## config.mk

```make
export PLATFORM = sky130hd
export DESIGN_NAME = reorder_receiver_with_ack_flat
export DESIGN_NICKNAME = d
export VERILOG_FILES = /design/src/hw/rtl/rra_pkg.sv /design/src/hw/rtl/rra_pkt_if.sv /design/src/hw/rtl/rra_res_if.sv /design/src/hw/rtl/rra_ctrl.sv /design/src/hw/rtl/rra_datapath.sv /design/src/hw/rtl/reorder_receiver_with_ack.sv /design/src/flat_wrapper.sv
export SDC_FILE = /design/constraint.sdc
export NUM_CORES = 2
export LEC_CHECK = 0
export ABC_AREA = 1
export BUFFER_PORTS_ARGS = -buffer_cell sky130_fd_sc_hd__buf_2
export CAP_MARGIN = 20
export CORE_MARGIN = 8
export CORE_UTILIZATION = 35
export CTS_BUF_LIST = sky130_fd_sc_hd__clkbuf_8 sky130_fd_sc_hd__clkbuf_16
export CTS_CLUSTER_SIZE = 20
export DETAILED_ROUTE_END_ITERATION = 16
export PLACE_DENSITY = 0.51
export SETUP_SLACK_MARGIN = 0.1
export SLEW_MARGIN = 20
export SYNTH_ARGS = -nofsm -noshare
export SYNTH_HDL_FRONTEND = slang
export SYNTH_SLANG_ARGS = --single-unit
```

## constraint.sdc

```tcl
create_clock -name clk -period 13 [get_ports clk]
set_input_delay 0.65 -clock clk [delete_from_list [all_inputs] [get_ports clk]]
set_output_delay 0.65 -clock clk [all_outputs]
set_load 0.005 [all_outputs]
```

## src/hw/rtl/rra_pkg.sv

```systemverilog
package rra_pkg;

  // default size of the sequence number space
  localparam int SEQ_SPACE_DEF = 12;

  // largest usable receive window and its reset value
  localparam int         MAX_WINDOW   = 6;
  localparam logic [2:0] WINDOW_RESET = 3'd6;

  // configuration port
  localparam int         ADDR_W     = 3;
  localparam int         DATA_W     = 32;
  localparam logic [0:0] CFG_WINDOW = 1'b0;

  // result kinds
  localparam logic KIND_DATA = 1'b0;
  localparam logic KIND_ACK  = 1'b1;

  // ack packet: twenty '0' characters, and their byte sum
  localparam logic [63:0] ZERO_WORD = 64'h3030_3030_3030_3030;
  localparam logic [9:0]  ACK_BASE  = 10'd960;

  // controller to datapath
  typedef struct packed {
    logic capture;  // register the incoming packet
    logic psum;     // register partial byte sums
    logic check;    // finish checksum, store the packet if it qualifies
    logic deliver;  // load one held payload into the output register
    logic ack;      // load the ack result into the output register
  } cmd_t;

  // datapath to controller
  typedef struct packed {
    logic more;       // another in-order payload is ready to go out
    logic slot_free;  // output register can take a result this cycle
  } status_t;

  // sum of the eight bytes of a word, each taken as signed
  function automatic logic signed [11:0] byte_sum(input logic [63:0] word);
    logic signed [11:0] acc;
    acc = '0;
    for (int k = 0; k < 8; k++) begin
      acc = acc + 12'(signed'(word[8*k +: 8]));
    end
    return acc;
  endfunction

endpackage

```

## src/hw/rtl/rra_pkt_if.sv

```systemverilog
interface rra_pkt_if;
  logic               valid;
  logic               ready;
  logic signed [15:0] seq_num;
  logic signed [15:0] ack_num;
  logic signed [31:0] check_value;
  logic [63:0]        payload_low;
  logic [63:0]        payload_mid;
  logic [31:0]        payload_high;

  modport source (
    output valid, seq_num, ack_num, check_value, payload_low, payload_mid, payload_high,
    input  ready
  );
  modport sink (
    input  valid, seq_num, ack_num, check_value, payload_low, payload_mid, payload_high,
    output ready
  );
endinterface

```

## src/hw/rtl/rra_res_if.sv

```systemverilog
interface rra_res_if;
  logic        valid;
  logic        ready;
  logic        result_kind;
  logic [3:0]  ack_number;
  logic        ack_sequence;
  logic [9:0]  ack_checksum;
  logic [63:0] out_payload_low;
  logic [63:0] out_payload_mid;
  logic [31:0] out_payload_high;
  logic        last;

  modport source (
    output valid, result_kind, ack_number, ack_sequence, ack_checksum,
           out_payload_low, out_payload_mid, out_payload_high, last,
    input  ready
  );
  modport sink (
    input  valid, result_kind, ack_number, ack_sequence, ack_checksum,
           out_payload_low, out_payload_mid, out_payload_high, last,
    output ready
  );
endinterface

```

## src/hw/rtl/rra_ctrl.sv

```systemverilog
module rra_ctrl (
  input  logic              clk,
  input  logic              rst,
  input  logic              in_valid,
  output logic              in_ready,
  input  rra_pkg::status_t  status,
  output rra_pkg::cmd_t     cmd
);

  typedef enum logic [1:0] {
    S_IDLE,
    S_SUM,
    S_CHECK,
    S_DELIV
  } state_t;

  state_t state;
  state_t state_next;

  // command decode and next state
  always_comb begin
    cmd        = '0;
    state_next = state;
    in_ready   = (state == S_IDLE);
    case (state)
      S_IDLE: begin
        if (in_valid) begin
          cmd.capture = 1'b1;
          state_next  = S_SUM;
        end
      end
      S_SUM: begin
        cmd.psum   = 1'b1;
        state_next = S_CHECK;
      end
      S_CHECK: begin
        cmd.check  = 1'b1;
        state_next = S_DELIV;
      end
      S_DELIV: begin
        // one result per free output slot; the ack closes the transaction
        if (status.slot_free) begin
          if (status.more) begin
            cmd.deliver = 1'b1;
          end else begin
            cmd.ack    = 1'b1;
            state_next = S_IDLE;
          end
        end
      end
      default: begin
        state_next = S_IDLE;
      end
    endcase
  end

  always_ff @(posedge clk) begin
    if (rst) begin
      state <= S_IDLE;
    end else begin
      state <= state_next;
    end
  end

endmodule

```

## src/hw/rtl/rra_datapath.sv

```systemverilog
module rra_datapath #(
  parameter int SEQ_SPACE = rra_pkg::SEQ_SPACE_DEF
) (
  input  logic                        clk,
  input  logic                        rst,
  input  rra_pkg::cmd_t               cmd,
  output rra_pkg::status_t            status,
  // configuration
  input  logic                        cfg_wr,
  input  logic [2:0]                  cfg_wdata,
  output logic [2:0]                  cfg_window,
  // packet fields
  input  logic signed [15:0]          seq_num,
  input  logic signed [15:0]          ack_num,
  input  logic signed [31:0]          check_value,
  input  logic [63:0]                 payload_low,
  input  logic [63:0]                 payload_mid,
  input  logic [31:0]                 payload_high,
  // result register
  output logic                        out_valid,
  input  logic                        out_ready,
  output logic                        result_kind,
  output logic [3:0]                  ack_number,
  output logic                        ack_sequence,
  output logic [9:0]                  ack_checksum,
  output logic [63:0]                 out_payload_low,
  output logic [63:0]                 out_payload_mid,
  output logic [31:0]                 out_payload_high,
  output logic                        last
);

  localparam int IW = $clog2(SEQ_SPACE);
  localparam int PW = 160;

  // captured packet
  logic signed [15:0] seq_r;
  logic signed [15:0] ack_r;
  logic signed [31:0] chk_r;
  logic [PW-1:0]      pay_r;

  // partial sums
  logic signed [11:0] sum_lo;
  logic signed [11:0] sum_mid;
  logic signed [17:0] sum_hi;

  // receiver state
  logic              window;
  logic [2:0]        window_reg;
  logic              held [SEQ_SPACE];
  logic [IW-1:0]     expected;
  logic              toggle;
  logic              intact;
  logic [2:0]        dcount;
  logic [PW-1:0]     store_mem [SEQ_SPACE];
  logic [PW-1:0]     rd_data;

  // check-cycle terms
  logic signed [18:0] total;
  logic               intact_now;
  logic               seq_ok;
  logic [IW-1:0]      slot;
  logic [IW:0]        diff;
  logic [IW:0]        offset;
  logic [2:0]         win;
  logic               store_en;
  logic [IW-1:0]      expected_inc;
  logic [IW-1:0]      ack_cur;

  assign window     = 1'b0;
  assign cfg_window = window_reg | {2'b0, window};

  // receive window register
  always_ff @(posedge clk) begin
    if (rst) begin
      window_reg <= rra_pkg::WINDOW_RESET;
    end else if (cfg_wr) begin
      window_reg <= cfg_wdata;
    end
  end

  // packet capture and partial sums
  always_ff @(posedge clk) begin
    if (cmd.capture) begin
      seq_r <= seq_num;
      ack_r <= ack_num;
      chk_r <= check_value;
      pay_r <= {payload_high, payload_mid, payload_low};
    end
    if (cmd.psum) begin
      sum_lo  <= rra_pkg::byte_sum(pay_r[63:0]);
      sum_mid <= rra_pkg::byte_sum(pay_r[127:64]);
      sum_hi  <= 18'(seq_r) + 18'(ack_r) + 18'(rra_pkg::byte_sum(64'(pay_r[159:128])));
    end
  end

  // checksum compare and store qualification
  always_comb begin
    total      = 19'(sum_hi) + 19'(sum_lo) + 19'(sum_mid);
    intact_now = (32'(total) == chk_r);
    seq_ok     = !seq_r[15] && (seq_r[14:0] < 15'(SEQ_SPACE));
    slot       = seq_r[IW-1:0];
    diff       = {1'b0, slot} - {1'b0, expected};
    offset     = diff[IW] ? diff + (IW+1)'(SEQ_SPACE) : diff;
    win        = (window_reg > 3'(rra_pkg::MAX_WINDOW)) ? 3'(rra_pkg::MAX_WINDOW) : window_reg;
    store_en   = intact_now && seq_ok && (9'(offset) < 9'(win)) && !held[slot];
  end

  assign expected_inc = (expected == IW'(SEQ_SPACE - 1)) ? '0 : expected + 1'b1;
  assign ack_cur      = (expected == '0) ? IW'(SEQ_SPACE - 1) : expected - 1'b1;

  assign status.more      = intact && held[expected] && (dcount < 3'(rra_pkg::MAX_WINDOW));
  assign status.slot_free = !out_valid || out_ready;

  // payload store
  always_ff @(posedge clk) begin
    if (cmd.check && store_en) begin
      store_mem[slot] <= pay_r;
    end
  end

  always_ff @(posedge clk) begin
    if (cmd.deliver) begin
      rd_data <= store_mem[expected];
    end
  end

  // held flags, expected number, delivery count, ack toggle
  always_ff @(posedge clk) begin
    if (rst) begin
      for (int i = 0; i < SEQ_SPACE; i++) begin
        held[i] <= 1'b0;
      end
      expected <= '0;
      toggle   <= 1'b1;
      intact   <= 1'b0;
      dcount   <= '0;
    end else begin
      if (cmd.check) begin
        intact <= intact_now;
        dcount <= '0;
        if (store_en) begin
          held[slot] <= 1'b1;
        end
      end
      if (cmd.deliver) begin
        held[expected] <= 1'b0;
        expected       <= expected_inc;
        dcount         <= dcount + 1'b1;
      end
      if (cmd.ack) begin
        toggle <= ~toggle;
      end
    end
  end

  // output register
  always_ff @(posedge clk) begin
    if (rst) begin
      out_valid <= 1'b0;
    end else if (cmd.deliver || cmd.ack) begin
      out_valid <= 1'b1;
    end else if (out_ready) begin
      out_valid <= 1'b0;
    end
  end

  always_ff @(posedge clk) begin
    if (cmd.deliver) begin
      result_kind  <= rra_pkg::KIND_DATA;
      ack_number   <= '0;
      ack_sequence <= 1'b0;
      ack_checksum <= '0;
      last         <= 1'b0;
    end else if (cmd.ack) begin
      result_kind  <= rra_pkg::KIND_ACK;
      ack_number   <= 4'(ack_cur);
      ack_sequence <= toggle;
      ack_checksum <= rra_pkg::ACK_BASE + 10'(ack_cur) + 10'(toggle);
      last         <= 1'b1;
    end
  end

  // ack results carry the '0' character payload
  assign out_payload_low  = (result_kind == rra_pkg::KIND_ACK) ? rra_pkg::ZERO_WORD
                                                               : rd_data[63:0];
  assign out_payload_mid  = (result_kind == rra_pkg::KIND_ACK) ? rra_pkg::ZERO_WORD
                                                               : rd_data[127:64];
  assign out_payload_high = (result_kind == rra_pkg::KIND_ACK) ? rra_pkg::ZERO_WORD[31:0]
                                                               : rd_data[159:128];

endmodule

```

## src/hw/rtl/reorder_receiver_with_ack.sv

```systemverilog
// Reordering receiver with cumulative acknowledgement.
// The pkt channel takes one data packet per transaction: sequence number, ack
// field, checksum and twenty payload bytes. The res channel returns, for every
// packet, zero to six in-order payload deliveries and then one ack result with
// last set. Packets that fail the checksum only produce the ack.
// Timing: the packet is registered at acceptance, partial byte sums are
// registered in S_SUM and the checksum compare plus store run in S_CHECK;
// results are then loaded into the output register from S_DELIV. No new
// packet is taken until the ack of the current one has been loaded; the
// controller steps one result per cycle through the output register and the
// single read port of the payload store while the output register is free.
// A stalled res channel holds the output register and pauses delivery; the
// last result may wait in that register while a new packet is accepted.
// Reset clears the held flags, sets the expected number to zero, the ack
// sequence bit to one and the receive window to six; no clearing pass is run.
// The receive window register sits at address 0 of the APB port.
module reorder_receiver_with_ack #(
  parameter int SEQ_SPACE = rra_pkg::SEQ_SPACE_DEF
) (
  input  logic                        clk,
  input  logic                        rst,
  rra_pkt_if.sink                     pkt,
  rra_res_if.source                   res,
  input  logic                        psel,
  input  logic                        penable,
  input  logic                        pwrite,
  input  logic [rra_pkg::ADDR_W-1:0]  paddr,
  input  logic [rra_pkg::DATA_W-1:0]  pwdata,
  output logic [rra_pkg::DATA_W-1:0]  prdata,
  output logic                        pready
);

  rra_pkg::cmd_t    cmd;
  rra_pkg::status_t status;
  logic             cfg_wr;
  logic [2:0]       cfg_window;

  // register decode: only the window register exists
  assign pready = 1'b1;
  assign cfg_wr = psel && penable && pwrite && (paddr[2] == rra_pkg::CFG_WINDOW);
  assign prdata = (paddr[2] == rra_pkg::CFG_WINDOW) ? {29'b0, cfg_window} : '0;

  rra_ctrl u_ctrl (
    .clk      (clk),
    .rst      (rst),
    .in_valid (pkt.valid),
    .in_ready (pkt.ready),
    .status   (status),
    .cmd      (cmd)
  );

  rra_datapath #(
    .SEQ_SPACE (SEQ_SPACE)
  ) u_datapath (
    .clk              (clk),
    .rst              (rst),
    .cmd              (cmd),
    .status           (status),
    .cfg_wr           (cfg_wr),
    .cfg_wdata        (pwdata[2:0]),
    .cfg_window       (cfg_window),
    .seq_num          (pkt.seq_num),
    .ack_num          (pkt.ack_num),
    .check_value      (pkt.check_value),
    .payload_low      (pkt.payload_low),
    .payload_mid      (pkt.payload_mid),
    .payload_high     (pkt.payload_high),
    .out_valid        (res.valid),
    .out_ready        (res.ready),
    .result_kind      (res.result_kind),
    .ack_number       (res.ack_number),
    .ack_sequence     (res.ack_sequence),
    .ack_checksum     (res.ack_checksum),
    .out_payload_low  (res.out_payload_low),
    .out_payload_mid  (res.out_payload_mid),
    .out_payload_high (res.out_payload_high),
    .last             (res.last)
  );

endmodule
```

## src/flat_wrapper.sv

```systemverilog
// flat-port wrapper written by rule: the top's interface ports become plain ports
module reorder_receiver_with_ack_flat 
#(
  parameter int SEQ_SPACE = rra_pkg::SEQ_SPACE_DEF
)
  (clk, rst, psel, penable, pwrite, paddr, pwdata, prdata, pready, pkt_valid, pkt_seq_num, pkt_ack_num, pkt_check_value, pkt_payload_low, pkt_payload_mid, pkt_payload_high, pkt_ready, res_valid, res_result_kind, res_ack_number, res_ack_sequence, res_ack_checksum, res_out_payload_low, res_out_payload_mid, res_out_payload_high, res_last, res_ready);
  rra_pkt_if pkt_i ();
  rra_res_if res_i ();
  input  logic clk;
  input  logic rst;
  input  logic psel;
  input  logic penable;
  input  logic pwrite;
  input  logic [rra_pkg::ADDR_W-1:0] paddr;
  input  logic [rra_pkg::DATA_W-1:0] pwdata;
  output logic [rra_pkg::DATA_W-1:0] prdata;
  output logic pready;
  input wire logic [$bits(pkt_i.valid)-1:0] pkt_valid;
  input wire logic [$bits(pkt_i.seq_num)-1:0] pkt_seq_num;
  input wire logic [$bits(pkt_i.ack_num)-1:0] pkt_ack_num;
  input wire logic [$bits(pkt_i.check_value)-1:0] pkt_check_value;
  input wire logic [$bits(pkt_i.payload_low)-1:0] pkt_payload_low;
  input wire logic [$bits(pkt_i.payload_mid)-1:0] pkt_payload_mid;
  input wire logic [$bits(pkt_i.payload_high)-1:0] pkt_payload_high;
  output wire logic [$bits(pkt_i.ready)-1:0] pkt_ready;
  output wire logic [$bits(res_i.valid)-1:0] res_valid;
  output wire logic [$bits(res_i.result_kind)-1:0] res_result_kind;
  output wire logic [$bits(res_i.ack_number)-1:0] res_ack_number;
  output wire logic [$bits(res_i.ack_sequence)-1:0] res_ack_sequence;
  output wire logic [$bits(res_i.ack_checksum)-1:0] res_ack_checksum;
  output wire logic [$bits(res_i.out_payload_low)-1:0] res_out_payload_low;
  output wire logic [$bits(res_i.out_payload_mid)-1:0] res_out_payload_mid;
  output wire logic [$bits(res_i.out_payload_high)-1:0] res_out_payload_high;
  output wire logic [$bits(res_i.last)-1:0] res_last;
  input wire logic [$bits(res_i.ready)-1:0] res_ready;
  assign pkt_i.valid = pkt_valid;
  assign pkt_i.seq_num = pkt_seq_num;
  assign pkt_i.ack_num = pkt_ack_num;
  assign pkt_i.check_value = pkt_check_value;
  assign pkt_i.payload_low = pkt_payload_low;
  assign pkt_i.payload_mid = pkt_payload_mid;
  assign pkt_i.payload_high = pkt_payload_high;
  assign pkt_ready = pkt_i.ready;
  assign res_valid = res_i.valid;
  assign res_result_kind = res_i.result_kind;
  assign res_ack_number = res_i.ack_number;
  assign res_ack_sequence = res_i.ack_sequence;
  assign res_ack_checksum = res_i.ack_checksum;
  assign res_out_payload_low = res_i.out_payload_low;
  assign res_out_payload_mid = res_i.out_payload_mid;
  assign res_out_payload_high = res_i.out_payload_high;
  assign res_last = res_i.last;
  assign res_i.ready = res_ready;
  reorder_receiver_with_ack #(.SEQ_SPACE(SEQ_SPACE)) u_core (.clk(clk), .rst(rst), .pkt(pkt_i), .res(res_i), .psel(psel), .penable(penable), .pwrite(pwrite), .paddr(paddr), .pwdata(pwdata), .prdata(prdata), .pready(pready));
endmodule
```

==> metrics <==
post-synthesis cell area 98200 um^2; Die X roughly 550 um; fraction of final layout cells with drive strength greater than 1 0.117; final hold violation count 0; RSZ-0062 raised after global routing false; Layout Skew 0.0538 ns; min cycle time layout just under 7 ns; area of the multi-input gates 23000 um^2; Cell Rows between 150 and 200; CTS resizes 0; DR WL/cell 24.0 um; Mapped Cells approximately 7400; Residual DRC 0; CTS Buf Count 271; flops & latches, synth between 2000 and 2500; GRT Util Overall 0.185; Die Footprint 298000 um^2; Netlist cell types 45; Post-CTS Setup Bufs 0; WS Path Type reg2reg; Pwr Density 230 nW/um^2; Vert. Die Dim 546 um; CTS tree yes; part of the Yosys area used for sequential elements 0.729; Area Growth Syn to Fin 16.8%; Top Family by Delay on Critical Path buffers and inverters; setup violators final 0; worst path bufs/invs 5; Max Cap Violations 0; antenna violations before repair 13; routability congestion estimate from global placement 0.808; vias in the first global route 61200; Worst EP required 13.48 ns; Via density 5.10; crit-path cells inv_4 > ha_1 > a21o_1 > a31oi_1 > xnor2_1 > ha_1 > a211oi_1 > nand4_1 > nand3b_1 > nor3_1 > nand2_1 > inv_2 > nand3_1 > nor2_4 > buf_4 > buf_4 > buf_4; final hold slack 0.0593 ns; nets@finish approximately 8500; status complete, no violations; Setup TNS 0 ns; top-level port count approximately 480; Layout Cells excl Fill 11900; Worst setup EP type flop; most frequent CP cell buf_4; Worst path max stage delay between 0.9 and 1 ns; total number of yosys warnings 0; Worst VDD drop 0.525 mV; 1st-pass router iterations 6; Worst Hold Class in2reg; most frequent cells in the layout 2362 x edfxtp_1, 1532 x nor2_1, 1137 x o21ai_0; placed instance count 11200; CTS Root Cell clkbuf_16; post-route ant nets 0; Clock Latency Late Sink approximately 0.88 ns; fin crit share 0.535; slowest CP cell dfxtp_4; Initial DRC Count 5125; max-slew violations 0; final wirelength between 200000 and 300000 um; Worst setup SP type flop; total power draw 26.4 mW; syn avg cell area 13.2 um^2; Worst-path clk slew approximately 0.060 ns; first-pass GRT wire length between 400000 and 500000 um; largest net degree at the start of global routing 236; Crit path arrival time ~7.4 ns; commonest non-fill, non-tap cell in the layout edfxtp_1; Storage cell area between 70000 and 80000 um^2; Initial Utilization 0.352; Crit Path Max Fanout 60; fin util 0.411; vias 60800; slew margin rel. 0.259; count of input and output buffers 415; Core ar. 279000 um^2; Max Fclk 0.144 GHz; worst slew pin tran approximately 1.1 ns; grt ovf 0; FILL cells 25900; worst reg2reg setup slack between 6 and 7 ns; Max Root-Sink Buffers 4; H-tree Lvls 5; post-DP HPWL 162000 um; # clock sinks 2396; LEAKAGE ~40 nW
-- routing by layer --
| metal | GRT usage | part of all wire | up-vias |
|---|---|---|---|
| met2 | 0.310 | 0.48 | 1848 |
| met5 | 0 | 0 | - |
| li1 | - | - | 27700 |
| met3 | 0.0301 | 0.056 | 382 |
| met1 | 0.251 | 0.44 | 30800 |
| met4 | 0.0467 | 0.026 | 0 |
-- cell type report --
class                           count  area share
Tap cell                         3724      0.0406
Timing Repair Buffer              707      0.0436
Multi-Input combinational cell   4134       0.201
Antenna cell                        3   0.0000654
Inverter                          456      0.0152
Sequential cell                  2396       0.624
Clock inverter                    209      0.0152
Clock buffer                      276      0.0600
-- metrics by stage --
stage | worst slack (ns) | instance area (um^2)
floorplan | 2.44 | 98300
CTS | 5.88 | 115000
global route | 5.55 | 115000
detailed placement | 5.94 | 104000
global placement | 5.89 | 104000
finish | 6.04 | 115000
-- sequential cells by signal, summed over array words and instances (netlist names), 4 cells and up, named ones only --
signal,count
u_core.u_datapath.chk_r,32
u_core.u_datapath.store_mem,1920
u_core.u_datapath.rd_data,160
u_core.u_datapath.held,16
u_core.u_datapath.sum_hi,18
u_core.u_datapath.ack_checksum,6
u_core.u_datapath.ack_number,4
u_core.u_datapath.ack_r,16
u_core.u_datapath.sum_mid,12
u_core.u_datapath.expected,4
u_core.u_datapath.seq_r,16
u_core.u_datapath.sum_lo,12
u_core.u_datapath.pay_r,160
-- synth_stat cells, drive strengths merged --
cell type | number | share of area
inv | 454 | 0.017
a21oi | 161 | 0.0082
nand3 | 60 | 0.0031
nor4 | 7 | 0.00045
o31ai | 3 | 0.00023
o22ai | 225 | 0.014
and3 | 1 | 0.000064
o211ai | 10 | 0.00076
ha | 74 | 0.0094
o21bai | 3 | 0.00023
dfxtp | 34 | 0.0069
xnor2 | 20 | 0.0018
xor2 | 33 | 0.0029
and2 | 2 | 0.00013
nand2 | 287 | 0.011
nor3 | 8 | 0.00041
clkbuf | 295 | 0.011
or2 | 41 | 0.0026
o21ai | 1143 | 0.058
buf | 168 | 0.0094
clkinv | 2 | 0.000076
a21o | 2 | 0.00015
edfxtp | 2362 | 0.72
nor2 | 1546 | 0.059
fa | 181 | 0.037
nand3b | 7 | 0.00054
o21a | 1 | 0.000076
a31oi | 97 | 0.0062
nand4 | 22 | 0.0016
mux2i | 1 | 0.00010
o221ai | 66 | 0.0059
a211oi | 100 | 0.0076
conb | 2 | 0.000076
a21boi | 2 | 0.00015
-- cell families after synthesis --
kind of cell / share of synthesized area
xor+xnor: 0.00473
buf+inv: 0.0381
simple gates: 0.0790
other cells: 0.0000765
compound gates: 0.102
mux: 0.000102
fa+ha+maj: 0.0463
flops: 0.729
-- repair_timing --
| action | in CTS | in global routing |
|---|---|---|
| endpoints found under the hold margin | 203 | 0 |
| setup endpoints to repair | 0 | 0 |
| hold buffers | 197 | 0 |
-- power by group --
group | internal (mW) | switching, mW | total, mW | leakage [nW]
clock | 4.25 | 3.17 | 7.42 | 4.45
sequential | 9.56 | 0.627 | 10.2 | 21.6
combinational | 2.99 | 5.83 | 8.81 | 13.8
-- worst paths after layout --
path,from,endpoint,cells after the start
hold reg to reg,u_core.u_datapath.ack_checksum[3]$_SDFFE_PP0P_,u_core.u_datapath.ack_checksum[3]$_SDFFE_PP0P_,2
setup reg to reg,u_core.u_datapath.expected[2]$_SDFFE_PP0P_,u_core.u_datapath.store_mem[11][37]$_DFFE_PP_,17
setup / recovery,u_core.u_datapath.expected[2]$_SDFFE_PP0P_,u_core.u_datapath.store_mem[11][37]$_DFFE_PP_,17
hold / removal,pkt_payload_low[48],u_core.u_datapath.pay_r[48]$_DFFE_PP_,1
Note: power is estimated with default switching activity, not from simulation.
